<file path="src/rtl/ecal_pkg.sv">
// Shared types and constants for the epoch to calendar converter.
package ecal_pkg;

   // front to back queue
   localparam int FIFO_DEPTH = 4;
   localparam int FIFO_PTR_W = $clog2(FIFO_DEPTH);
   localparam int FIFO_CNT_W = $clog2(FIFO_DEPTH + 1);

   localparam int SEC_W  = 33;
   localparam int FRAC_W = 16;
   localparam int DAY_W  = 17;
   localparam int SOD_W  = 17;

   // seconds are biased by a whole number of days so the floor split works unsigned
   localparam longint unsigned DAY_SECONDS  = 86400;
   localparam longint unsigned BIAS_DAYS    = 49711;
   localparam longint unsigned BIAS_SECONDS = DAY_SECONDS * BIAS_DAYS;

   // 86400 = 2^7 * 675
   localparam int              DAY_LOW_W       = 7;
   localparam longint unsigned DAY_ODD         = 675;
   localparam int              DAY_RECIP_SHIFT = 37;
   localparam longint unsigned DAY_RECIP       =
      ((64'd1 << DAY_RECIP_SHIFT) + DAY_ODD - 1) / DAY_ODD;

   // biased day index of 1900-01-01 and number of days in 1900..2099
   localparam longint unsigned DAYS_1900  = 24144;
   localparam longint unsigned DAYS_SPAN  = 73049;
   localparam longint unsigned YEAR_DAYS  = 365;
   localparam longint unsigned QUAD_DAYS  = 1461;
   localparam int              QUAD_SHIFT = 28;
   localparam longint unsigned QUAD_RECIP =
      ((64'd1 << QUAD_SHIFT) + QUAD_DAYS - 1) / QUAD_DAYS;

   localparam logic [11:0] BASE_YEAR       = 12'd1900;
   localparam logic [11:0] FIRST_QUAD_YEAR = 12'd1901;

   localparam longint unsigned HOUR_SECONDS = 3600;
   localparam int              HOUR_SHIFT   = 29;
   localparam longint unsigned HOUR_RECIP   =
      ((64'd1 << HOUR_SHIFT) + HOUR_SECONDS - 1) / HOUR_SECONDS;

   localparam longint unsigned MIN_SECONDS = 60;
   localparam int              MIN_SHIFT   = 18;
   localparam longint unsigned MIN_RECIP   =
      ((64'd1 << MIN_SHIFT) + MIN_SECONDS - 1) / MIN_SECONDS;

   // days before each month in a common year
   localparam logic [8:0] MONTH_START [0:11] = '{
      9'd0, 9'd31, 9'd59, 9'd90, 9'd120, 9'd151,
      9'd181, 9'd212, 9'd243, 9'd273, 9'd304, 9'd334
   };

   typedef struct packed {
      logic [DAY_W-1:0]  day_index;
      logic [SOD_W-1:0]  sod;
      logic [FRAC_W-1:0] frac;
   } ecal_entry_type;

   typedef struct packed {
      logic           valid;
      ecal_entry_type entry;
   } ecal_push_type;

endpackage

</file>
<file path="src/rtl/epoch_to_calendar.sv">
// Top level of the epoch seconds to Gregorian calendar converter.
//
// Usage:
//   Request channel: drive req_epoch_seconds (signed, floored whole seconds since
//   1970-01-01) and req_epoch_fraction with start high; the transaction is taken
//   at the rising edge where start is high and busy is low.
//   Response channel: each transaction gives one result, shown for a single cycle
//   with rsp_strobe high. The receiver cannot stall, so every result is taken.
//   Years outside 1900..2099 return rsp_range_error high and all other fields zero.
// Timing:
//   Two front stages (bias add, reciprocal multiply by 1/675), the queue, and five
//   back stages (range check, four-year cycle and hour multiplies, month lookup)
//   lie between the accepting edge and the cycle with rsp_strobe high.
//   Throughput is one transaction per cycle; the back end drains the 4-entry queue
//   every cycle, so busy stays low while requests stream.
// Reset:
//   Synchronous, active high. It empties the queue and the pipeline valid bits;
//   nothing else is reset.
module epoch_to_calendar
   import ecal_pkg::*;
(
   input  logic                    clock,
   input  logic                    reset,
   input  logic                    start,
   output logic                    busy,
   input  logic signed [SEC_W-1:0] req_epoch_seconds,
   input  logic [FRAC_W-1:0]       req_epoch_fraction,
   output logic                    rsp_strobe,
   output logic [11:0]             rsp_year,
   output logic [3:0]              rsp_month,
   output logic [4:0]              rsp_day_of_month,
   output logic [8:0]              rsp_day_of_year,
   output logic [4:0]              rsp_hour,
   output logic [5:0]              rsp_minute,
   output logic [5:0]              rsp_second,
   output logic [FRAC_W-1:0]       rsp_second_fraction,
   output logic                    rsp_range_error
);

   logic                  accept;
   ecal_push_type         push;
   logic [1:0]            inflight;
   ecal_entry_type        head;
   logic                  empty;
   logic [FIFO_CNT_W-1:0] fifo_count;

   // reserve a queue slot for every transaction still in the front stages
   assign busy   = (4'(fifo_count) + 4'(inflight)) >= 4'(FIFO_DEPTH);
   assign accept = start && !busy;

   ecal_front u_front (
      .clock    (clock),
      .reset    (reset),
      .accept   (accept),
      .secs     (req_epoch_seconds),
      .frac     (req_epoch_fraction),
      .push     (push),
      .inflight (inflight)
   );

   ecal_fifo u_fifo (
      .clock (clock),
      .reset (reset),
      .push  (push),
      .pop   (!empty),
      .head  (head),
      .empty (empty),
      .count (fifo_count)
   );

   ecal_back u_back (
      .clock            (clock),
      .reset            (reset),
      .in_valid         (!empty),
      .entry            (head),
      .out_strobe       (rsp_strobe),
      .out_year         (rsp_year),
      .out_month        (rsp_month),
      .out_day_of_month (rsp_day_of_month),
      .out_day_of_year  (rsp_day_of_year),
      .out_hour         (rsp_hour),
      .out_minute       (rsp_minute),
      .out_second       (rsp_second),
      .out_fraction     (rsp_second_fraction),
      .out_range_error  (rsp_range_error)
   );

endmodule

</file>
<file path="src/rtl/ecal_front.sv">
// Front end: accepts timestamps and splits them into day index and second of day.
module ecal_front
   import ecal_pkg::*;
(
   input  logic                     clock,
   input  logic                     reset,
   input  logic                     accept,
   input  logic signed [SEC_W-1:0]  secs,
   input  logic [FRAC_W-1:0]        frac,
   output ecal_push_type            push,
   output logic [1:0]               inflight
);

   localparam int U_W  = SEC_W + 1;
   localparam int HI_W = U_W - DAY_LOW_W;
   localparam int P_W  = HI_W + 28;

   logic            s1_valid_ff, s2_valid_ff;
   logic [HI_W-1:0] s1_hi_ff, s2_hi_ff;
   logic [DAY_LOW_W-1:0] s1_lo_ff, s2_lo_ff;
   logic [FRAC_W-1:0]    s1_frac_ff, s2_frac_ff;
   logic [DAY_W-1:0]     s2_q_ff;

   logic [U_W-1:0]  biased;
   logic [P_W-1:0]  prod;
   logic [DAY_W-1:0] q_in;
   logic [HI_W-1:0] rem_full;

   assign biased   = {secs[SEC_W-1], secs} + U_W'(BIAS_SECONDS);
   assign prod     = P_W'(s1_hi_ff) * P_W'(DAY_RECIP);
   assign q_in     = prod[DAY_RECIP_SHIFT +: DAY_W];
   assign rem_full = s2_hi_ff - HI_W'(s2_q_ff) * HI_W'(DAY_ODD);

   always_ff @(posedge clock) begin
      if (reset) begin
         s1_valid_ff <= 1'b0;
         s2_valid_ff <= 1'b0;
      end else begin
         s1_valid_ff <= accept;
         s2_valid_ff <= s1_valid_ff;
      end
   end

   always_ff @(posedge clock) begin
      s1_hi_ff   <= biased[U_W-1:DAY_LOW_W];
      s1_lo_ff   <= biased[DAY_LOW_W-1:0];
      s1_frac_ff <= frac;
      s2_hi_ff   <= s1_hi_ff;
      s2_lo_ff   <= s1_lo_ff;
      s2_frac_ff <= s1_frac_ff;
      s2_q_ff    <= q_in;
   end

   always_comb begin
      push.valid           = s2_valid_ff;
      push.entry.day_index = s2_q_ff;
      push.entry.sod       = {rem_full[SOD_W-DAY_LOW_W-1:0], s2_lo_ff};
      push.entry.frac      = s2_frac_ff;
   end

   assign inflight = 2'(s1_valid_ff) + 2'(s2_valid_ff);

endmodule

</file>
<file path="src/rtl/ecal_fifo.sv">
// Small queue between the front end and the calendar back end.
module ecal_fifo
   import ecal_pkg::*;
(
   input  logic                  clock,
   input  logic                  reset,
   input  ecal_push_type         push,
   input  logic                  pop,
   output ecal_entry_type        head,
   output logic                  empty,
   output logic [FIFO_CNT_W-1:0] count
);

   ecal_entry_type        slot_ff [FIFO_DEPTH];
   logic [FIFO_PTR_W-1:0] wr_ptr_ff, wr_ptr_in;
   logic [FIFO_PTR_W-1:0] rd_ptr_ff, rd_ptr_in;
   logic [FIFO_CNT_W-1:0] count_ff, count_in;
   logic                  do_push, do_pop;

   assign do_pop  = pop && (count_ff != '0);
   assign do_push = push.valid && (count_ff != FIFO_CNT_W'(FIFO_DEPTH));

   always_comb begin
      wr_ptr_in = do_push ? wr_ptr_ff + 1'b1 : wr_ptr_ff;
      rd_ptr_in = do_pop  ? rd_ptr_ff + 1'b1 : rd_ptr_ff;
      count_in  = count_ff + FIFO_CNT_W'(do_push) - FIFO_CNT_W'(do_pop);
   end

   always_ff @(posedge clock) begin
      if (reset) begin
         wr_ptr_ff <= '0;
         rd_ptr_ff <= '0;
         count_ff  <= '0;
      end else begin
         wr_ptr_ff <= wr_ptr_in;
         rd_ptr_ff <= rd_ptr_in;
         count_ff  <= count_in;
      end
   end

   always_ff @(posedge clock) begin
      if (do_push) begin
         slot_ff[wr_ptr_ff] <= push.entry;
      end
   end

   assign head  = slot_ff[rd_ptr_ff];
   assign empty = (count_ff == '0);
   assign count = count_ff;

endmodule

</file>
<file path="src/rtl/ecal_back.sv">
// Back end: resolves day index into year, month and day, and second of day into h:m:s.
module ecal_back
   import ecal_pkg::*;
(
   input  logic              clock,
   input  logic              reset,
   input  logic              in_valid,
   input  ecal_entry_type    entry,
   output logic              out_strobe,
   output logic [11:0]       out_year,
   output logic [3:0]        out_month,
   output logic [4:0]        out_day_of_month,
   output logic [8:0]        out_day_of_year,
   output logic [4:0]        out_hour,
   output logic [5:0]        out_minute,
   output logic [5:0]        out_second,
   output logic [FRAC_W-1:0] out_fraction,
   output logic              out_range_error
);

   localparam int HP_W = SOD_W + 18;
   localparam int QP_W = DAY_W + 18;
   localparam int MP_W = 12 + 13;

   // stage 1
   logic              b1_valid_ff, b1_err_ff, b1_early_ff;
   logic [DAY_W-1:0]  b1_e_ff;
   logic [8:0]        b1_d_ff;
   logic [SOD_W-1:0]  b1_sod_ff;
   logic [4:0]        b1_hour_ff;
   logic [FRAC_W-1:0] b1_frac_ff;
   // stage 2
   logic              b2_valid_ff, b2_err_ff, b2_early_ff;
   logic [DAY_W-1:0]  b2_e_ff;
   logic [8:0]        b2_d_ff;
   logic [5:0]        b2_quad_ff;
   logic [11:0]       b2_hrem_ff;
   logic [4:0]        b2_hour_ff;
   logic [FRAC_W-1:0] b2_frac_ff;
   // stage 3
   logic              b3_valid_ff, b3_err_ff, b3_early_ff;
   logic [10:0]       b3_r_ff;
   logic [8:0]        b3_d_ff;
   logic [5:0]        b3_quad_ff;
   logic [11:0]       b3_hrem_ff;
   logic [5:0]        b3_minute_ff;
   logic [4:0]        b3_hour_ff;
   logic [FRAC_W-1:0] b3_frac_ff;
   // stage 4
   logic              b4_valid_ff, b4_err_ff, b4_leap_ff;
   logic [11:0]       b4_year_ff;
   logic [8:0]        b4_doy_ff;
   logic [5:0]        b4_second_ff, b4_minute_ff;
   logic [4:0]        b4_hour_ff;
   logic [FRAC_W-1:0] b4_frac_ff;
   // result register
   logic              out_strobe_ff, out_err_ff;
   logic [11:0]       out_year_ff;
   logic [3:0]        out_month_ff;
   logic [4:0]        out_dom_ff;
   logic [8:0]        out_doy_ff;
   logic [4:0]        out_hour_ff;
   logic [5:0]        out_minute_ff, out_second_ff;
   logic [FRAC_W-1:0] out_frac_ff;

   logic [DAY_W-1:0]  d_in, e_in;
   logic              err_in, early_in;
   logic [HP_W-1:0]   hour_prod;
   logic [QP_W-1:0]   quad_prod;
   logic [SOD_W-1:0]  hrem_full;
   logic [DAY_W-1:0]  r_full;
   logic [MP_W-1:0]   min_prod;
   logic [1:0]        yoff;
   logic [10:0]       yoff_days, doy0;
   logic [11:0]       year_in, sec_full;
   logic [8:0]        doy_in;
   logic              leap_in;
   logic [3:0]        mon_idx;
   logic [8:0]        mon_start, dom_full;

   // stage 1: range check, offset from 1901, hour estimate
   always_comb begin
      err_in    = (entry.day_index < DAY_W'(DAYS_1900)) ||
                  (entry.day_index >= DAY_W'(DAYS_1900 + DAYS_SPAN));
      d_in      = entry.day_index - DAY_W'(DAYS_1900);
      early_in  = d_in < DAY_W'(YEAR_DAYS);
      e_in      = d_in - DAY_W'(YEAR_DAYS);
      hour_prod = HP_W'(entry.sod) * HP_W'(HOUR_RECIP);
   end

   // stage 2: four-year cycle estimate, minutes-and-seconds remainder
   always_comb begin
      quad_prod = QP_W'(b1_e_ff) * QP_W'(QUAD_RECIP);
      hrem_full = b1_sod_ff - SOD_W'(b1_hour_ff) * SOD_W'(HOUR_SECONDS);
   end

   // stage 3: day within the cycle, minute estimate
   always_comb begin
      r_full   = b2_e_ff - DAY_W'(b2_quad_ff) * DAY_W'(QUAD_DAYS);
      min_prod = MP_W'(b2_hrem_ff) * MP_W'(MIN_RECIP);
   end

   // stage 4: year in cycle; the last day of a cycle belongs to the leap year
   always_comb begin
      if (b3_r_ff >= 11'(3 * YEAR_DAYS)) begin
         yoff = 2'd3;
      end else if (b3_r_ff >= 11'(2 * YEAR_DAYS)) begin
         yoff = 2'd2;
      end else if (b3_r_ff >= 11'(YEAR_DAYS)) begin
         yoff = 2'd1;
      end else begin
         yoff = 2'd0;
      end
      yoff_days = 11'(yoff) * 11'(YEAR_DAYS);
      doy0      = b3_r_ff - yoff_days;
      sec_full  = b3_hrem_ff - 12'(b3_minute_ff) * 12'(MIN_SECONDS);
      if (b3_early_ff) begin
         year_in = BASE_YEAR;
         doy_in  = b3_d_ff + 9'd1;
         leap_in = 1'b0;
      end else begin
         year_in = FIRST_QUAD_YEAR + {4'd0, b3_quad_ff, 2'b00} + 12'(yoff);
         doy_in  = doy0[8:0] + 9'd1;
         leap_in = (yoff == 2'd3);
      end
   end

   // stage 5: month lookup
   always_comb begin
      mon_idx = 4'd0;
      for (int k = 1; k < 12; k++) begin
         if (b4_doy_ff > MONTH_START[k] + 9'((b4_leap_ff && k >= 2) ? 1 : 0)) begin
            mon_idx = 4'(k);
         end
      end
      mon_start = MONTH_START[mon_idx] + 9'((b4_leap_ff && mon_idx >= 4'd2) ? 1 : 0);
      dom_full  = b4_doy_ff - mon_start;
   end

   always_ff @(posedge clock) begin
      if (reset) begin
         b1_valid_ff   <= 1'b0;
         b2_valid_ff   <= 1'b0;
         b3_valid_ff   <= 1'b0;
         b4_valid_ff   <= 1'b0;
         out_strobe_ff <= 1'b0;
      end else begin
         b1_valid_ff   <= in_valid;
         b2_valid_ff   <= b1_valid_ff;
         b3_valid_ff   <= b2_valid_ff;
         b4_valid_ff   <= b3_valid_ff;
         out_strobe_ff <= b4_valid_ff;
      end
   end

   always_ff @(posedge clock) begin
      b1_err_ff    <= err_in;
      b1_early_ff  <= early_in;
      b1_e_ff      <= e_in;
      b1_d_ff      <= d_in[8:0];
      b1_sod_ff    <= entry.sod;
      b1_hour_ff   <= hour_prod[HOUR_SHIFT +: 5];
      b1_frac_ff   <= entry.frac;

      b2_err_ff    <= b1_err_ff;
      b2_early_ff  <= b1_early_ff;
      b2_e_ff      <= b1_e_ff;
      b2_d_ff      <= b1_d_ff;
      b2_quad_ff   <= quad_prod[QUAD_SHIFT +: 6];
      b2_hrem_ff   <= hrem_full[11:0];
      b2_hour_ff   <= b1_hour_ff;
      b2_frac_ff   <= b1_frac_ff;

      b3_err_ff    <= b2_err_ff;
      b3_early_ff  <= b2_early_ff;
      b3_r_ff      <= r_full[10:0];
      b3_d_ff      <= b2_d_ff;
      b3_quad_ff   <= b2_quad_ff;
      b3_hrem_ff   <= b2_hrem_ff;
      b3_minute_ff <= min_prod[MIN_SHIFT +: 6];
      b3_hour_ff   <= b2_hour_ff;
      b3_frac_ff   <= b2_frac_ff;

      b4_err_ff    <= b3_err_ff;
      b4_leap_ff   <= leap_in;
      b4_year_ff   <= year_in;
      b4_doy_ff    <= doy_in;
      b4_second_ff <= sec_full[5:0];
      b4_minute_ff <= b3_minute_ff;
      b4_hour_ff   <= b3_hour_ff;
      b4_frac_ff   <= b3_frac_ff;

      // out-of-range timestamps report zeroed fields
      out_err_ff    <= b4_err_ff;
      out_year_ff   <= b4_err_ff ? '0 : b4_year_ff;
      out_month_ff  <= b4_err_ff ? '0 : mon_idx + 4'd1;
      out_dom_ff    <= b4_err_ff ? '0 : dom_full[4:0];
      out_doy_ff    <= b4_err_ff ? '0 : b4_doy_ff;
      out_hour_ff   <= b4_err_ff ? '0 : b4_hour_ff;
      out_minute_ff <= b4_err_ff ? '0 : b4_minute_ff;
      out_second_ff <= b4_err_ff ? '0 : b4_second_ff;
      out_frac_ff   <= b4_err_ff ? '0 : b4_frac_ff;
   end

   assign out_strobe       = out_strobe_ff;
   assign out_year         = out_year_ff;
   assign out_month        = out_month_ff;
   assign out_day_of_month = out_dom_ff;
   assign out_day_of_year  = out_doy_ff;
   assign out_hour         = out_hour_ff;
   assign out_minute       = out_minute_ff;
   assign out_second       = out_second_ff;
   assign out_fraction     = out_frac_ff;
   assign out_range_error  = out_err_ff;

endmodule
</file>
<file path="config.mk">
export PLATFORM = sky130hd
export DESIGN_NAME = epoch_to_calendar
export DESIGN_NICKNAME = d
export VERILOG_FILES = /design/src/rtl/ecal_pkg.sv /design/src/rtl/epoch_to_calendar.sv /design/src/rtl/ecal_front.sv /design/src/rtl/ecal_fifo.sv /design/src/rtl/ecal_back.sv
export SDC_FILE = /design/constraint.sdc
export NUM_CORES = 2
export LEC_CHECK = 0
export BUFFER_PORTS_ARGS = -buffer_cell sky130_fd_sc_hd__buf_4
export CORE_MARGIN = 2
export CORE_UTILIZATION = 55
export DETAILED_ROUTE_END_ITERATION = 10
export PLACE_DENSITY_LB_ADDON = 0.25
export SLEW_MARGIN = 15
export SYNTH_ARGS = -nofsm -noshare
export SYNTH_HDL_FRONTEND = slang
export SYNTH_SLANG_ARGS = --single-unit
export TNS_END_PERCENT = 1
</file>
<file path="constraint.sdc">
create_clock -name clock -period 16.1 [get_ports clock]
set_input_delay 2.415 -clock clock [delete_from_list [all_inputs] [get_ports clock]]
set_output_delay 2.415 -clock clock [all_outputs]
set_load 0.02 [all_outputs]
</file>
==> After elaboration in Yosys (flattened, before gate mapping) <==
Memories as Yosys holds them, arrays and structs flattened. A register that Yosys moved wholly into a read port is not among the register bits.
Index checks and enable logic that the tools add are counted.
{ "totals": {"out_inout_bits": 66, "input_bits": 52, "ff_bits": 417, "ram_bits": 200, "memories": 2, "romBits": 144, "elab_cells": 155} }
{ "memory_table": {"columns": ["name", "depth", "width", "read_ports", "rd_ports_with_merged_regs", "write_ports", "line_no", "text"], "rows": [
  ["u_fifo.slot_ff", 4, 50, 1, 1, 1, "ecal_fifo.sv:14", "ecal_entry_type slot_ff [FIFO_DEPTH];"],
  ["(no name shown)", 16, 9, 1, 0, 0, "ecal_back.sv:136", "mon_start = MONTH_START[mon_idx] + 9'((b4_leap_ff && mon_idx >= 4'd2) ? 1 : 0);"]
]} }
{ "op_classes": {"n_eq_ne": 2, "n_reduce_logical": 9, "bitwise_logic": 1, "addsub": 31, "mul": 9, "muxes": 23, "n_lt_le_gt_ge": 20} }
{ "op_table": {"columns": ["cell", "count"], "rows": [
  ["> comparator 9 bit", 10],
  ["multiplier 17 x 18 -> 34 bit (second input constant)", 2],
  ["multiplier 27 x 28 -> 54 bit (second input constant)", 1],
  ["2-to-1 mux 4 bit", 10],
  ["adder 8 x 9 -> 9 bit (first input constant)", 4],
  ["adder 34 x 33 -> 34 bit (second input constant)", 1],
  ["adder 9 bit (first input constant)", 3],
  ["multiplier 12 x 12 -> 23 bit (second input constant)", 1],
  ["adder 7 x 9 -> 9 bit (first input constant)", 2],
  ["adder 9 x 1 -> 9 bit (second input constant)", 2],
  ["greater-or-equal comparator 17 bit (second input constant)", 1],
  ["< comparator 17 x 15 -> 1 bit (second input constant)", 1],
  ["< comparator 17 x 9 -> 1 bit (second input constant)", 1],
  ["multiplier 17 x 10 -> 10 bit (second input constant)", 1],
  ["subtractor 17 x 15 -> 17 bit (second input constant)", 1],
  ["subtractor 17 x 9 -> 17 bit (second input constant)", 1],
  ["adder 11 x 8 -> 12 bit (first input constant)", 1],
  ["adder 12 x 2 -> 12 bit", 1],
  ["subtractor 12 bit", 1],
  ["greater-or-equal comparator 11 x 10 -> 1 bit (second input constant)", 1],
  ["greater-or-equal comparator 11 bit (second input constant)", 1],
  ["greater-or-equal comparator 11 x 9 -> 1 bit (second input constant)", 1],
  ["multiplier 6 x 11 -> 11 bit (second input constant)", 1],
  ["subtractor 11 bit", 1],
  ["other kinds (31)", 45]
]} }

==> Logic depth before layout (Yosys ltp) <==
{ "depth": {"ltp_word": 19, "ltp_mapped": 24, "depth_no_buf": 24} }

==> By module <==
Synthesis repeated with hierarchy kept, for this count alone.
{ "unflattened": {"cells_unflattened": 3693, "area_unflattened_um2": 43240.2} }
{ "modules_own_cells": {"columns": ["mod", "area_each_um2", "instances", "seq_area_each_um2", "cells_each"], "rows": [
  ["ecal_back", 21458.1, 1, 6165.9, 1989],
  ["ecal_front", 14007.2, 1, 2042.0, 1386],
  ["ecal_fifo", 7737.4, 1, 6185.9, 312],
  ["epoch_to_calendar", 37.5, 1, 0.0, 6]
]} }

==> Least setup slack after synthesis <==
No wires, ideal clock.
{ "synth_path": {"path_kind": "register to register", "from": "register with a tool-made name", "to": "register u_back.b1_hour_ff[4]", "setup_time_ps": 122, "required_time_ps": 15978, "t_arrival_ps": 6416, "path_buffers": 4, "period_less_slack_ps": 6539, "slack_ps": 9561, "path_stages_with_launch": 25, "cell_sequence": "dfxtp_1 > buf_6 > buf_12 > buf_2 > buf_1 > mux4_2 > ha_1 > fa_1 > inv_1 > fa_1 > inv_1 > fa_1 > inv_1 > fa_1 > inv_1 > fa_1 > ha_1 > a21o_1 > a21o_1 > a21oi_1 > a21o_1 > a41o_1 > a21oi_1 > o21ai_0 > xnor2_1"} }
{ "synth_lines": {"columns": ["item", "line_no", "text"], "rows": [
  ["end signal: assignment", "ecal_back.sv:162", "b1_hour_ff <= hour_prod[HOUR_SHIFT +: 5];"],
  ["end: declaration", "ecal_back.sv:30", "logic [4:0] b1_hour_ff;"]
]} }

==> summary.md <==
| Metric | Value |
|---|---|
| Post-DRT Antenna Nets | 0 |
| Final count of negative-setup-slack endpoints | 0 |
| Starting density of the core | 55.50% |
| Count of buffers from port buffering | 117 |
| Final hold violation count | 0 |
| Fin Clk Skew | 30.09 ps |
| Horizontal extent of the die | 283.4 µm |
| Total nets after synthesis | 4907 |
| Clk buf depth | 3 |
| CTS buffer count | 68 |
| Cell Area, Synth | 42920 µm² |
| Largest stage delay on the critical path | 700 ps |
| Most frequent CP cell | fa_1 |
| Cell count of the worst reg-to-reg path | 21 |
| Number of sinks on the clock net | 619 |
| Top-Level Pins | 118 |
| Average via count per standard cell | 5.044 |
| Maximum number of pins on one net before global-route repair | 65 |
| Number of DRC markers after the initial detailed-route iteration | 1297 |
| Die Y-Extent | 283.4 µm |
| Shortest clock period the worst path allows after layout | 6643 ps |
| Clock tree root buffer cell | clkbuf_16 |
| Post-synthesis sequential area ratio | 33.53% |
| Clk pin slew, worst setup/hold paths | 60 ps |
| Count of flip-flops with a built-in enable after synthesis | 200 |
| Start-to-end type of the worst setup path | reg -> reg |
| Detail Placement HPWL | 67360 µm |
| Core area | 77340 µm² |
| Cell Rows | 102 |
| Cells after synthesis | 3664 |
| CTS H-tree depth | 3 |
| Worst min-delay path class | reg -> reg |
| Overflow left after global routing | 0 |
| Dominant synthesized flop cell | dfxtp_1 |
| Buffers & Inverters on Critical Path | 5 |
| Actual slew at the worst max-slew pin | 896.5 ps |
| Wire length per cell after detailed routing | 16.71 µm |
| Final #Nets | 5072 |
| Clock tree from TritonCTS | built |
| Run status | complete, no violations |
| Total Negative Setup Slacks | 0 ps |
| WP data required | 16580 ps |
| RSZ-0062 raised after global routing | no |
| Fin. max-slew vios | 0 |
| Critical path's top delay family | adder cells |
| Number of iterations in the first detailed-routing pass | 5 |
| Gpl congestion | 0.9339 |
| Async SR Flop Fraction | 0% |
| Final std cells w/o fill | 4923 |
| First-pass GRT wire length | 135900 µm |
| CP Data Arrival Time | 7120 ps |
| Initial antenna violation count | 1 |
| Top library cells by usage in the layout, fill and taps aside | 835 x inv_1, 762 x ha_1, 429 x fa_1, 416 x dfxtp_1, 200 x edfxtp_1 |
| Total wirelength of the detailed-routed design | 82260 µm |
| Proportion of layout cells with a drive suffix above 1 | 8.087% |
| Worst hold path cell count | 0 |
| Number of different library cells in the post-synthesis netlist | 81 |
| Die footprint | 80300 µm² |
| GRT Total Usage | 21.40% |
| Relative slew margins | 40.15% |
| Cell depth of the worst setup path | 21 |
| Critical path, cell by cell | buf_4 > mux4_2 > ha_1 > fa_1 > inv_1 > fa_1 > inv_1 > fa_1 > inv_1 > fa_1 > inv_1 > fa_1 > ha_1 > a21o_1 > a21o_1 > a21oi_1 > a21o_1 > a41o_1 > a21oi_1 > o21ai_0 > xnor2_1 |
| Synthesis-to-layout area growth | 10.34% |
| Number of buffers added to fix hold violations after cts | 0 |
| Cell type of the slowest stage on the worst timing path | mux4_2 |
| Total via count after detailed routing | 24830 |
| CP max FO | 33 |
| Number of max-capacitance violations reported | 0 |
| Source-to-sink clock delay at the later pin of the worst-skew pair | 610 ps |
| Final period util | 41.26% |
| Cells resized by post-CTS repair | 0 |
| Seq cells post-synth | 619 |
| Synth Area per Inst | 11.72 µm² |
| Synth warnings | 0 |
| Setup repair bufs after CTS | 0 |
| Worst setup SP type | register |
| DR DRC count | 0 |
| Via count of the first global-routing pass | 26400 |
| Placed cells | 4799 |
| Antenna diode count | 0 |
| Worst setup EP type | register |
| Max Clk Rate | 0.1505 GHz |
| Most common library cell in the layout ignoring fill and taps | inv_1 |
logic make-up (layout without fill, tap and decap cells):
logic type	count (synthesis)	count (layout)	synth area share, %
fa+ha+maj	1191	1191	42.22
buf+inv	865	1084	7.637
flops	619	619	33.53
simple gates	410	410	4.897
compound gates	354	354	5.445
xor+xnor	169	169	3.483
mux	56	56	2.787
path summary, 6_finish.rpt:
kind / start / to / slack [ps]
min reg2reg: u_back.b3_frac_ff[10] / u_back.b4_frac_ff[10] / 320
min: u_back.b3_frac_ff[10] / u_back.b4_frac_ff[10] / 320
max reg2reg: register / u_back.b1_hour_ff[4] / 9460
max: register / u_back.b1_hour_ff[4] / 9460
cell type report:
type                       instances  area (µm²)
fill                            6227       29970
multi-input combinational       2180       25260
inverter                         835        3134
clock buffer                      84        1813
timing repair buffer             125       938.4
clock inverter                    40       520.5
sequential                       619       14400
tap                             1040        1301
per-layer routing:
metal / part of all wire (%) / global-route usage (%)
met1: 44 / 27.24
met2: 49 / 37.38
met3: 3.7 / 3.019
met4: 3.3 / 7.474
met5: 0 / 0
Yosys cell counts, types with 5 or more instances:
cell type	n	area share [%]
a41oi_1	7	0.14
nor3_1	21	0.24
o211ai_1	11	0.19
fa_1	429	20
a21boi_0	7	0.12
mux4_2	48	2.5
inv_1	835	7.3
clkbuf_1	20	0.17
and2_1	8	0.12
a21oi_1	99	1.2
ha_1	762	22
a21o_1	55	0.96
a221oi_1	6	0.12
nand3_1	34	0.40
nand4_1	20	0.29
o21a_1	8	0.14
and3_1	14	0.20
nor3b_1	5	0.087
xnor2_1	118	2.4
a31oi_1	11	0.16
o21bai_1	15	0.26
nor2_1	95	0.83
nand2_1	81	0.71
o211a_1	5	0.12
o21ai_0	71	0.83
or3_1	5	0.073
nor2b_1	74	1.1
dfxtp_1	419	20
edfxtp_1	200	14
nand2b_1	20	0.29
or2_2	7	0.10
xor2_1	49	1.0
nor4_1	5	0.073
a211oi_1	9	0.16
nand3b_1	8	0.14
sequential cells by signal, indices dropped and copies added (netlist names), 16 cells and up, named ones only:
name                 cells
u_front.s1_frac_ff      16
u_back.b4_frac_ff       16
u_back.b2_frac_ff       16
u_front.s1_hi_ff        27
u_back.b1_frac_ff       16
u_back.out_fraction     16
u_front.s2_frac_ff      16
u_front.s2_q_ff         17
u_back.b1_e_ff          17
u_back.b3_frac_ff       16
u_fifo.slot_ff         200
stage by stage:
stage | worst slack (ps) | util, % | hold slack, ps | cell area [µm²]
finish | 9457 | 61.24 | 319.5 | 47370
global route | 8965 | 61.24 | 322.9 | 47370
CTS | 9387 | 61.24 | 320.8 | 47370
detailed placement | 9395 | 58.23 | 312.1 | 45030
global placement | 9418 | 58.23 | 309.8 | 45030
floorplan | 9561 | - | 309.6 | 42920
Power is not shown: default switching activity piles up to over one toggle a cycle in this logic, so the estimate is an artifact.
